### src/rtl/core/ssig_pkg.sv
// Shared constants and the state record of the spiral strip index generator.
`timescale 1ns / 1ps
`default_nettype none
package ssig_pkg;

    localparam int MAX_GRID_SIZE = 1024;
    localparam int GRID_W        = 11;
    localparam int IDX_W         = 20;
    localparam int SIZE_W        = $clog2(MAX_GRID_SIZE + 1);
    localparam int POS_W         = SIZE_W + 1;
    localparam int PHASE_W       = 3;
    localparam int S_TDATA_W     = 8;
    localparam int M_TDATA_W     = ((IDX_W + 7) / 8) * 8;

    localparam logic [PHASE_W-1:0] PH_OPEN0 = 3'd0;
    localparam logic [PHASE_W-1:0] PH_OPEN1 = 3'd1;
    localparam logic [PHASE_W-1:0] PH_RIGHT = 3'd2;
    localparam logic [PHASE_W-1:0] PH_DOWN  = 3'd3;
    localparam logic [PHASE_W-1:0] PH_LEFT  = 3'd4;
    localparam logic [PHASE_W-1:0] PH_UP    = 3'd5;

    typedef struct packed {
        logic [IDX_W-1:0]   rec0;
        logic [IDX_W-1:0]   rec1;
        logic [IDX_W-1:0]   rec2;
        logic [SIZE_W-1:0]  leg_length;
        logic [PHASE_W-1:0] leg_phase;
        logic [POS_W-1:0]   leg_position;
        logic               strip_active;
        logic [SIZE_W-1:0]  strip_size;
    } strip_state_t;

endpackage
`default_nettype wire

### src/rtl/core/spiral_strip_index_generator.sv
// Top level of the spiral triangle strip index generator.
// Each accepted item returns one vertex index of a triangle strip that spirals inward
// over a grid_size by grid_size vertex grid; m_tlast marks the final index of a strip,
// and the next item after it (or any item with restart set) begins a new strip at 0.
// The block accepts one item per clock and returns its index in the next cycle; that
// rate is set by the single next-state stage between the strip state registers and
// the result register. A new item can enter in the same cycle that the waiting result
// is taken, but not while that result is held off by m_tready.
// grid_size is clamped to 2..1024 and sampled only when a strip starts.
`timescale 1ns / 1ps
`default_nettype none
module spiral_strip_index_generator (
    input  wire logic                                 aclk,
    input  wire logic                                 aresetn,
    input  wire logic                                 cfg_we,
    input  wire logic [ssig_pkg::GRID_W-1:0]          cfg_wdata,    // grid_size
    input  wire logic                                 s_tvalid,
    output logic                                      s_tready,
    input  wire logic [ssig_pkg::S_TDATA_W-1:0]       s_tdata,      // [0] restart
    output logic                                      m_tvalid,
    input  wire logic                                 m_tready,
    output logic [ssig_pkg::M_TDATA_W-1:0]            m_tdata,      // [19:0] vertex_index
    output logic                                      m_tlast       // last_index
);

    logic [ssig_pkg::GRID_W-1:0]    grid_size_reg;
    ssig_pkg::strip_state_t         state_reg;
    ssig_pkg::strip_state_t         state_next;
    logic [ssig_pkg::IDX_W-1:0]     index_next;
    logic                           last_next;
    logic [ssig_pkg::IDX_W-1:0]     index_reg;
    logic                           last_reg;
    logic                           m_tvalid_reg;
    logic                           in_accept;

    assign s_tready  = !m_tvalid_reg || m_tready;
    assign in_accept = s_tvalid && s_tready;

    ssig_step u_step (
        .cur          (state_reg),
        .grid_size    (grid_size_reg),
        .restart      (s_tdata[0]),
        .nxt          (state_next),
        .vertex_index (index_next),
        .last_index   (last_next)
    );

    always_ff @(posedge aclk) begin
        if (!aresetn) begin
            grid_size_reg <= ssig_pkg::GRID_W'(17);
        end else if (cfg_we) begin
            grid_size_reg <= cfg_wdata;
        end
    end

    always_ff @(posedge aclk) begin
        if (!aresetn) begin
            state_reg <= '0;
        end else if (in_accept) begin
            state_reg <= state_next;
        end
    end

    always_ff @(posedge aclk) begin
        if (!aresetn) begin
            m_tvalid_reg <= 1'b0;
        end else if (in_accept) begin
            m_tvalid_reg <= 1'b1;
        end else if (m_tready) begin
            m_tvalid_reg <= 1'b0;
        end
    end

    always_ff @(posedge aclk) begin
        if (in_accept) begin
            index_reg <= index_next;
            last_reg  <= last_next;
        end
    end

    assign m_tvalid = m_tvalid_reg;
    assign m_tdata  = ssig_pkg::M_TDATA_W'(index_reg);
    assign m_tlast  = last_reg;

`ifndef SYNTHESIS
    a_accept_gives_result: assert property (@(posedge aclk) disable iff (!aresetn)
        in_accept |=> m_tvalid_reg)
        else $error("accepted item produced no result");

    a_restart_opens_at_zero: assert property (@(posedge aclk) disable iff (!aresetn)
        (in_accept && s_tdata[0]) |=> (index_reg == '0 && !last_reg))
        else $error("restart did not open the strip at index zero");

    a_position_in_leg: assert property (@(posedge aclk) disable iff (!aresetn)
        state_reg.leg_position <= {state_reg.leg_length, 1'b0})
        else $error("leg position ran past the leg length");

    a_last_ends_strip: assert property (@(posedge aclk) disable iff (!aresetn)
        (m_tvalid_reg && last_reg) |-> !state_reg.strip_active)
        else $error("strip still active after its final index");
`endif

endmodule
`default_nettype wire

### src/rtl/core/ssig_step.sv
// Next-state and index logic for one item of the spiral strip.
`timescale 1ns / 1ps
`default_nettype none
module ssig_step (
    input  wire ssig_pkg::strip_state_t         cur,
    input  wire logic [ssig_pkg::GRID_W-1:0]    grid_size,
    input  wire logic                           restart,
    output ssig_pkg::strip_state_t              nxt,
    output logic [ssig_pkg::IDX_W-1:0]          vertex_index,
    output logic                                last_index
);

    logic                              start;
    logic [ssig_pkg::SIZE_W-1:0]       sat_size;
    logic [ssig_pkg::IDX_W-1:0]        addend;
    logic                              subtract;
    logic [ssig_pkg::IDX_W-1:0]        leg_sum;
    logic [ssig_pkg::POS_W-1:0]        leg_span;

    assign start = restart || !cur.strip_active || (cur.leg_phase > ssig_pkg::PH_UP);

    // The size latched at strip start is clamped to the supported range.
    always_comb begin
        if (int'(grid_size) < 2) begin
            sat_size = ssig_pkg::SIZE_W'(2);
        end else if (int'(grid_size) > ssig_pkg::MAX_GRID_SIZE) begin
            sat_size = ssig_pkg::SIZE_W'(ssig_pkg::MAX_GRID_SIZE);
        end else begin
            sat_size = ssig_pkg::SIZE_W'(grid_size);
        end
    end

    // One add/subtract serves all four legs: +1, +S, -1, -S.
    always_comb begin
        if (cur.leg_phase == ssig_pkg::PH_RIGHT || cur.leg_phase == ssig_pkg::PH_LEFT) begin
            addend = ssig_pkg::IDX_W'(1);
        end else begin
            addend = ssig_pkg::IDX_W'(cur.strip_size);
        end
        subtract = (cur.leg_phase == ssig_pkg::PH_LEFT) || (cur.leg_phase == ssig_pkg::PH_UP);
        leg_sum  = subtract ? (cur.rec1 - addend) : (cur.rec1 + addend);
    end

    assign leg_span = {cur.leg_length, 1'b0};

    always_comb begin
        nxt          = cur;
        vertex_index = '0;
        last_index   = 1'b0;
        if (start) begin
            nxt.strip_size   = sat_size;
            nxt.leg_length   = sat_size - ssig_pkg::SIZE_W'(1);
            nxt.leg_phase    = ssig_pkg::PH_OPEN1;
            nxt.leg_position = '0;
            nxt.strip_active = 1'b1;
        end else begin
            unique case (cur.leg_phase)
                ssig_pkg::PH_OPEN0: begin
                    nxt.leg_phase = ssig_pkg::PH_OPEN1;
                end
                ssig_pkg::PH_OPEN1: begin
                    vertex_index     = ssig_pkg::IDX_W'(cur.strip_size);
                    nxt.leg_phase    = ssig_pkg::PH_RIGHT;
                    nxt.leg_position = '0;
                end
                ssig_pkg::PH_RIGHT, ssig_pkg::PH_DOWN,
                ssig_pkg::PH_LEFT, ssig_pkg::PH_UP: begin
                    if (cur.leg_position < leg_span) begin
                        vertex_index     = leg_sum;
                        nxt.leg_position = cur.leg_position + ssig_pkg::POS_W'(1);
                    end else begin
                        // Turn index: repeat the index three places back.
                        vertex_index     = cur.rec2;
                        nxt.leg_position = '0;
                        unique case (cur.leg_phase)
                            ssig_pkg::PH_RIGHT: begin
                                if (cur.leg_length != '0) begin
                                    nxt.leg_length = cur.leg_length - ssig_pkg::SIZE_W'(1);
                                end
                                nxt.leg_phase = ssig_pkg::PH_DOWN;
                            end
                            ssig_pkg::PH_DOWN: begin
                                nxt.leg_phase = ssig_pkg::PH_LEFT;
                            end
                            ssig_pkg::PH_LEFT: begin
                                if (cur.leg_length != '0) begin
                                    nxt.leg_length = cur.leg_length - ssig_pkg::SIZE_W'(1);
                                end
                                nxt.leg_phase = ssig_pkg::PH_UP;
                            end
                            default: begin
                                if (cur.leg_length == '0) begin
                                    last_index       = 1'b1;
                                    nxt.strip_active = 1'b0;
                                    nxt.leg_phase    = ssig_pkg::PH_OPEN0;
                                end else begin
                                    nxt.leg_phase = ssig_pkg::PH_RIGHT;
                                end
                            end
                        endcase
                    end
                end
                default: begin
                    nxt.leg_phase = ssig_pkg::PH_OPEN1;
                end
            endcase
        end

        if (start) begin
            nxt.rec0 = '0;
            nxt.rec1 = '0;
            nxt.rec2 = '0;
        end else begin
            nxt.rec0 = vertex_index;
            nxt.rec1 = cur.rec0;
            nxt.rec2 = cur.rec1;
        end
    end

endmodule
`default_nettype wire
### config.mk
export PLATFORM = sky130hd
export DESIGN_NAME = spiral_strip_index_generator
export DESIGN_NICKNAME = d
export VERILOG_FILES = /design/src/rtl/core/ssig_pkg.sv /design/src/rtl/core/spiral_strip_index_generator.sv /design/src/rtl/core/ssig_step.sv
export SDC_FILE = /design/constraint.sdc
export NUM_CORES = 1
export LEC_CHECK = 0
export ABC_CLOCK_PERIOD_IN_PS = 8300
export BUFFER_PORTS_ARGS = -buffer_cell sky130_fd_sc_hd__buf_4
export CAP_MARGIN = 20
export CORE_MARGIN = 4
export CORE_UTILIZATION = 50
export CTS_CLUSTER_DIAMETER = 30
export DETAILED_ROUTE_END_ITERATION = 8
export PLACE_DENSITY_LB_ADDON = 0.15
export SLEW_MARGIN = 20
export SYNTH_ARGS = -nofsm -noshare
export SYNTH_HDL_FRONTEND = slang
export SYNTH_SLANG_ARGS = --single-unit
### constraint.sdc
create_clock -name aclk -period 8.3 [get_ports aclk]
set_clock_uncertainty 0.1 [all_clocks]
set_input_delay 0.83 -clock aclk [delete_from_list [all_inputs] [get_ports aclk]]
set_output_delay 0.83 -clock aclk [all_outputs]
set_load 0.005 [all_outputs]
Word-level counts from Yosys, hierarchy flattened
Cells that the tools add are included.
Storage, ports and cells
  flip-flop bits (word level): 131
  output and inout port bits: 27
  logic and storage cells: 80
Cells by class
  eq/ne operators: 8
  mux-type cells: 25
  order comparisons: 4
  reductions and logical operators: 25
  bitwise gates (word level): 1
  add/subtract/negate cells: 5
Operators by type and width (number)
  $mux 11: 6
  $mux 20: 3
  $mux 60: 1
  $pmux 20 s2: 1
  $mux 27: 1
  $pmux 12 s2: 1
  $sub 11x1->11 const B: 2
  $add 20x11->20: 1
  $sub 20x11->20: 1
  $mux 14: 1
  $add 12x1->12 const B: 1
  $lt 12x12->1: 1
  $mux 12: 1
  $gt 11x11->1 const B: 1
  $logic_not 11->1: 1
  $lt 11x2->1 const B: 1
  $reduce_bool 11->1: 1
  $reduce_and 5->1: 2
  $reduce_bool 2->1: 5
  $pmux 3 s3: 1
  $mux 1: 7
  $eq 3x2->1 const B: 2
  $eq 3x3->1 const B: 2
  $pmux 3 s2: 1
  15 further kinds: 23

Depth between registers and ports, before layout
  depth in word-level cells: 9
  depth in mapped cells: 20
  gate-level depth less buffers: 18

Cells and area by module
Synthesis repeated with hierarchy kept, for this count alone.
Unflattened totals
  cells, all modules: 1070
  area total of the unflattened synthesis: 8506.9 µm²
Modules (own cells, without submodules)
  spiral_strip_index_generator: times used 1, seq. area each 2832.7 µm², area each 4959.8 µm², cells an instance 491
  ssig_step: times used 1, seq. area each 0.0 µm², area each 3547.2 µm², cells an instance 579

Worst setup path before layout
OpenSTA, ideal clock, no wires.
  path kind: flip-flop to flip-flop
  start: register state_reg[26] (netlist name)
  end: register state_reg[94] (netlist name)
  period minus slack after synthesis: 4.066 ns
  arrival time: 3.845 ns
  stages on the path, launching flop included: 20
  path slack: 4.234 ns
  setup time: 0.122 ns
  cell sequence: dfxtp_1 > buf_4 > xnor2_1 > or2_2 > clkbuf_1 > nand2b_1 > inv_1 > ha_1 > o21ai_0 > o21bai_1 > a31oi_1 > nor2_1 > a211o_1 > ha_1 > nand2_1 > nor4b_1 > o21ai_0 > mux2i_1 > o21a_1 > a221o_1
On the way
  word-level cells in the longest chain between the ends: 9
  elaborated cells between the ends (all ways): 18
RTL lines
  start, declared: line spiral_strip_index_generator.sv:27  | ssig_pkg::strip_state_t state_reg;
  start signal, assigned: line spiral_strip_index_generator.sv:60  | state_reg <= state_next;
  $eq 3x2->1 / $eq 3x3->1 (equally long branches): line ssig_step.sv:35, ssig_step.sv:57, ssig_step.sv:40
  $logic_or 1x1->1: line ssig_step.sv:35  | if (cur.leg_phase == ssig_pkg::PH_RIGHT || cur.leg_phase == ssig_pkg::PH_LEFT) begin
  $mux 11: line ssig_step.sv:35
  $add 20x11->20 / $sub 20x11->20 (equally long branches): line ssig_step.sv:41  | leg_sum = subtract ? (cur.rec1 - addend) : (cur.rec1 + addend);
  $mux 20: line ssig_step.sv:41
  $mux 20: line ssig_step.sv:68  | if (cur.leg_position < leg_span) begin
  $pmux 20 s2: line ssig_step.sv:57  | unique case (cur.leg_phase)
  $mux 20: line ssig_step.sv:50  | if (start) begin
  $mux 60 *: line ssig_step.sv:109  | if (start) begin
Every way passes the cells marked *; elsewhere a longest branch is shown, timed or not.
A chain may end at the register's enable or synchronous reset.

Worst setup path after layout
  start: register state_reg[25] (netlist name)
  end: register index_reg[17] (netlist name), data pin
On the way
  word-level cells in the longest chain between the ends: 8
  elaborated cells between the ends (all ways): 17
RTL lines
  $eq 3x2->1 / $eq 3x3->1 (equally long branches): line ssig_step.sv:35, ssig_step.sv:57, ssig_step.sv:40
  $logic_or 1x1->1: line ssig_step.sv:35
  $mux 11: line ssig_step.sv:35
  $add 20x11->20 / $sub 20x11->20 (equally long branches): line ssig_step.sv:41
  $mux 20: line ssig_step.sv:41
  $mux 20: line ssig_step.sv:68
  $pmux 20 s2: line ssig_step.sv:57
  $mux 20 *: line ssig_step.sv:50
  net index_next (one bit): line spiral_strip_index_generator.sv:29  | logic [ssig_pkg::IDX_W-1:0] index_next;
  end signal, assigned: line spiral_strip_index_generator.sv:76  | index_reg <= index_next;
  end, declared: line spiral_strip_index_generator.sv:31  | logic [ssig_pkg::IDX_W-1:0] index_reg;
The timed path passes the listed nets; every way through them passes the cells marked *.

==> impl_metrics.env <==
export IMPL_synth_area_leaders="dfxtp_1 30%, edfxtp_1 8.7%, nor2_1 5.7%"
export IMPL_ant_nets=0
export IMPL_slew_viol_final=0
export IMPL_drive_above_1_share_pct=11.6
export IMPL_insertion_delay_ns=0.43
export IMPL_fin_cells=1062
export IMPL_clockBufferDepth=2
export IMPL_multi_input_area_sq_um=4130
export IMPL_routabilityCongestion=0.926
export IMPL_peakVddDrop_mv=0.151
export IMPL_layout_commonest_cell="dfxtp_1"
export IMPL_setup_violations=0
export IMPL_r2r_start="state_reg[25]"
export IMPL_synth_edf_count=21
export IMPL_fp_dieW_um=129
export IMPL_path_cells="xnor2_1 -> or2_2 -> nand2b_1 -> inv_1 -> ha_1 -> o21ai_0 -> o21bai_1 -> o21ai_0 -> a211o_1 -> ha_1 -> nor2_1 -> nand4_1 -> a311o_1 -> a2111oi_0 -> a31oi_1 -> o22ai_1"
export IMPL_wire_per_inst_um=18.7
export IMPL_synth_top_cell_by_area="dfxtp_1"
export IMPL_diodes=0
export IMPL_p_leak_nw=3.21
export IMPL_cts_tree="done"
export IMPL_grtUsageTotal_pct=24.6
export IMPL_path_depth=16
export IMPL_drt_wl_total_um=19800
export IMPL_routed_via_density=6.19
export IMPL_ys_warn_count=0
export IMPL_hpwl_um=13700
export IMPL_final_cell_mix="110 x dfxtp_1, 109 x nor2_1, 68 x nand2_1, 57 x a21oi_1, 50 x buf_4"
export IMPL_reg2reg_slack_ns=3.41
export IMPL_core_rowCount=43
export IMPL_drt_initial_drc_count=444
export IMPL_largest_register_ffs=98
export IMPL_rsz0062_at_grt="false"
export IMPL_start_kind="register"
export IMPL_setup_tns_ns=0
export IMPL_coreArea_sq_um=14000
export IMPL_startpoint="state_reg[25]"
export IMPL_max_stage_delay_ns=0.56
export IMPL_critPathCapture="index_reg[17]"
export IMPL_cp_required_ns=8.44
export IMPL_max_freq_ghz=0.205
export IMPL_drc=0
export IMPL_synth_top_area_share_pct=30.3
export IMPL_cp_max_fo=14
export IMPL_min_period_ns=4.89
export IMPL_cp_arrival_ns=5.02
export IMPL_filler_cell_count=1236
export IMPL_clock_root_buffer="clkbuf_16"
export IMPL_setup_worst_path_class="reg2reg"
export IMPL_dp_cells=1029
export IMPL_p_comb_share_pct=18.4
export IMPL_ios=51
export IMPL_cts_made_buffers=17
export IMPL_tightestPinTransition_ns=1.17
export IMPL_yosysUniqueCellTypes=69
export IMPL_hold_violations=0
export IMPL_syn2layout_area_growth_pct=12.5
export IMPL_ys_seq_elements=131
export IMPL_power_internal_w=0.00118
export IMPL_drv_cap=0
export IMPL_post_route_period_util_pct=58.9
export IMPL_syn_instance_count=847
export IMPL_antenna_found_initial=0
export IMPL_post_cts_buffers=0
export IMPL_overflow=0
export IMPL_slowest_stage="dfxtp_1"
export IMPL_cts_resized_gates=0
export IMPL_p_seq_share_pct=40.9
export IMPL_seqCellArea_sq_um=2830
export IMPL_sw_frac_of_total_pct=29.5
export IMPL_syn_area_per_cell_sq_um=8.59
export IMPL_clk_pin_slew_ns=0.06
export IMPL_critPathBufInv=1
export IMPL_yosysSeqAreaShare_pct=39.0
export IMPL_timing_rr_end="index_reg[17]"
export IMPL_drtPass1Iterations=5
export IMPL_async_flop_share_pct=0
export IMPL_vias=6576
export IMPL_dieArea_sq_um=16500
export IMPL_hold_buffers=0
export IMPL_h_tree_depth=4
export IMPL_rr_worst_depth=16
export IMPL_critPathTopFamily="compound AO/OA/AOI/OAI gates"
export IMPL_worstSetupEndpointType="register"
export IMPL_switching_power_w=0.000493
export IMPL_grt_pass1_wl_um=32300
export IMPL_min_path_type="reg2reg"
export IMPL_powerDensity_nw_per_um2=204
export IMPL_slew_headroom_pct=22.0
export IMPL_yosys_most_used_dff="dfxtp_1"
export IMPL_nNetsFinal=926
export IMPL_grt_max_degree=53
export IMPL_grt_pass1_vias=6282
export IMPL_portBuffers=39
export IMPL_initial_core_util_pct=51.8
export IMPL_syn_area_sq_um=7270
export IMPL_die_h_um=129
export IMPL_clkPwrFrac_pct=40.7
export IMPL_status="completed"
export IMPL_cts_num_sinks=131
==> worst min path at each step <==
stage / startpoint / endpoint / cells past startpoint
2_1_floorplan: state_reg[79] / state_reg[79] / 2
3_3_place_gp: state_reg[79] / state_reg[79] / 2
3_5_place_dp: state_reg[80] / state_reg[80] / 2
4_1_cts: state_reg[80] / state_reg[80] / 2
5_1_grt: state_reg[87] / state_reg[87] / 2
6_report: state_reg[80] / state_reg[80] / 2
==> synth_stat cells (5+ instances only) <==
cell type    n
or2_2        7
nor2b_1      7
buf_4        8
a31oi_1      9
a211oi_1     7
inv_1       21
a22oi_1     45
nand2b_1    12
clkbuf_1    31
nand3_1     19
nor3_1      17
o211ai_1     5
a22o_1      10
a221o_1     14
nor4_1       7
o21ai_0     39
nand2_1     68
edfxtp_1    21
nand4_1      7
xnor2_1     15
a21oi_1     58
buf_1        6
o21a_1       6
mux2i_1     15
and3_1      10
dfxtp_1    110
a21o_1      10
nor2_1     110
or3_1        8
and2_1      16
xor2_1      17
o31ai_1      9
ha_1        32
==> cells by family (layout without fill, tap and decap cells) <==
| kind of cell | Yosys count | after routing | synth area share [%] |
|---|---|---|---|
| xor+xnor | 32 | 32 | 3.85 |
| compound gates | 258 | 258 | 24.6 |
| other cells | 1 | 4 | 0.0516 |
| fa+ha+maj | 33 | 33 | 5.78 |
| simple gates | 303 | 303 | 19.8 |
| buf+inv | 72 | 104 | 4.56 |
| flops | 131 | 131 | 39.0 |
| mux | 17 | 17 | 2.37 |
==> area by class of cell <==
cell class,instances,share of cell area (%)
inverters,22,1.01
well taps,180,2.75
multi-input cells,647,50.4
flip-flops and latches,131,34.6
repair buffers,50,4.59
clock buffers,19,5.55
clock inverters,13,1.06
==> worst register-to-register path, stage by stage (launching register included) <==
cell and delay [ns]:
dfxtp_1 0.56, xnor2_1 0.21, or2_2 0.41, nand2b_1 0.15, inv_1 0.05, ha_1 0.19, o21ai_0 0.18, o21bai_1 0.40
o21ai_0 0.15, a211o_1 0.32, ha_1 0.21, nor2_1 0.16, nand4_1 0.27, a311o_1 0.40, a2111oi_0 0.55, a31oi_1 0.14
o22ai_1 0.25
==> metrics by stage <==
stage | hold slack [ns] | worst slack, ns | power [W] | area (sq um) | util [%]
finish | 0.358 | 3.41 | 0.00167 | 8180 | 58.3
global route | 0.374 | 3.00 | 0.00174 | 8180 | 58.3
CTS | 0.363 | 3.52 | 0.00168 | 8170 | 58.2
detailed placement | 0.349 | 3.56 | 0.000996 | 7630 | 54.4
global placement | 0.339 | 3.68 | 0.000989 | 7630 | 54.4
floorplan | 0.326 | 4.23 | 0.000921 | 7280 | -
==> routing by layer <==
layer / part of all wire [%] / GRT usage (%) / up-vias / routed length (um)
met3: 7.3 / 4.90 / 36 / 1440
met4: 2.2 / 10.3 / 0 / 433
met1: 46 / 34.4 / 3104 / 9180
li1: - / - / 3172 / -
met5: 0 / 0 / - / 0
met2: 44 / 37.2 / 264 / 8760
==> power groups by stage <==
stage	Combinational, W	Clock, W	Sequential (W)
after global routing	0.000339	0.000715	0.000686
after detailed placement	0.000300	0	0.000696
after floorplan	0.000235	0	0.000687
after global placement	0.000295	0	0.000694
final	0.000306	0.000680	0.000683
after CTS	0.000302	0.000692	0.000682
Power figures use the tool's default switching activity.
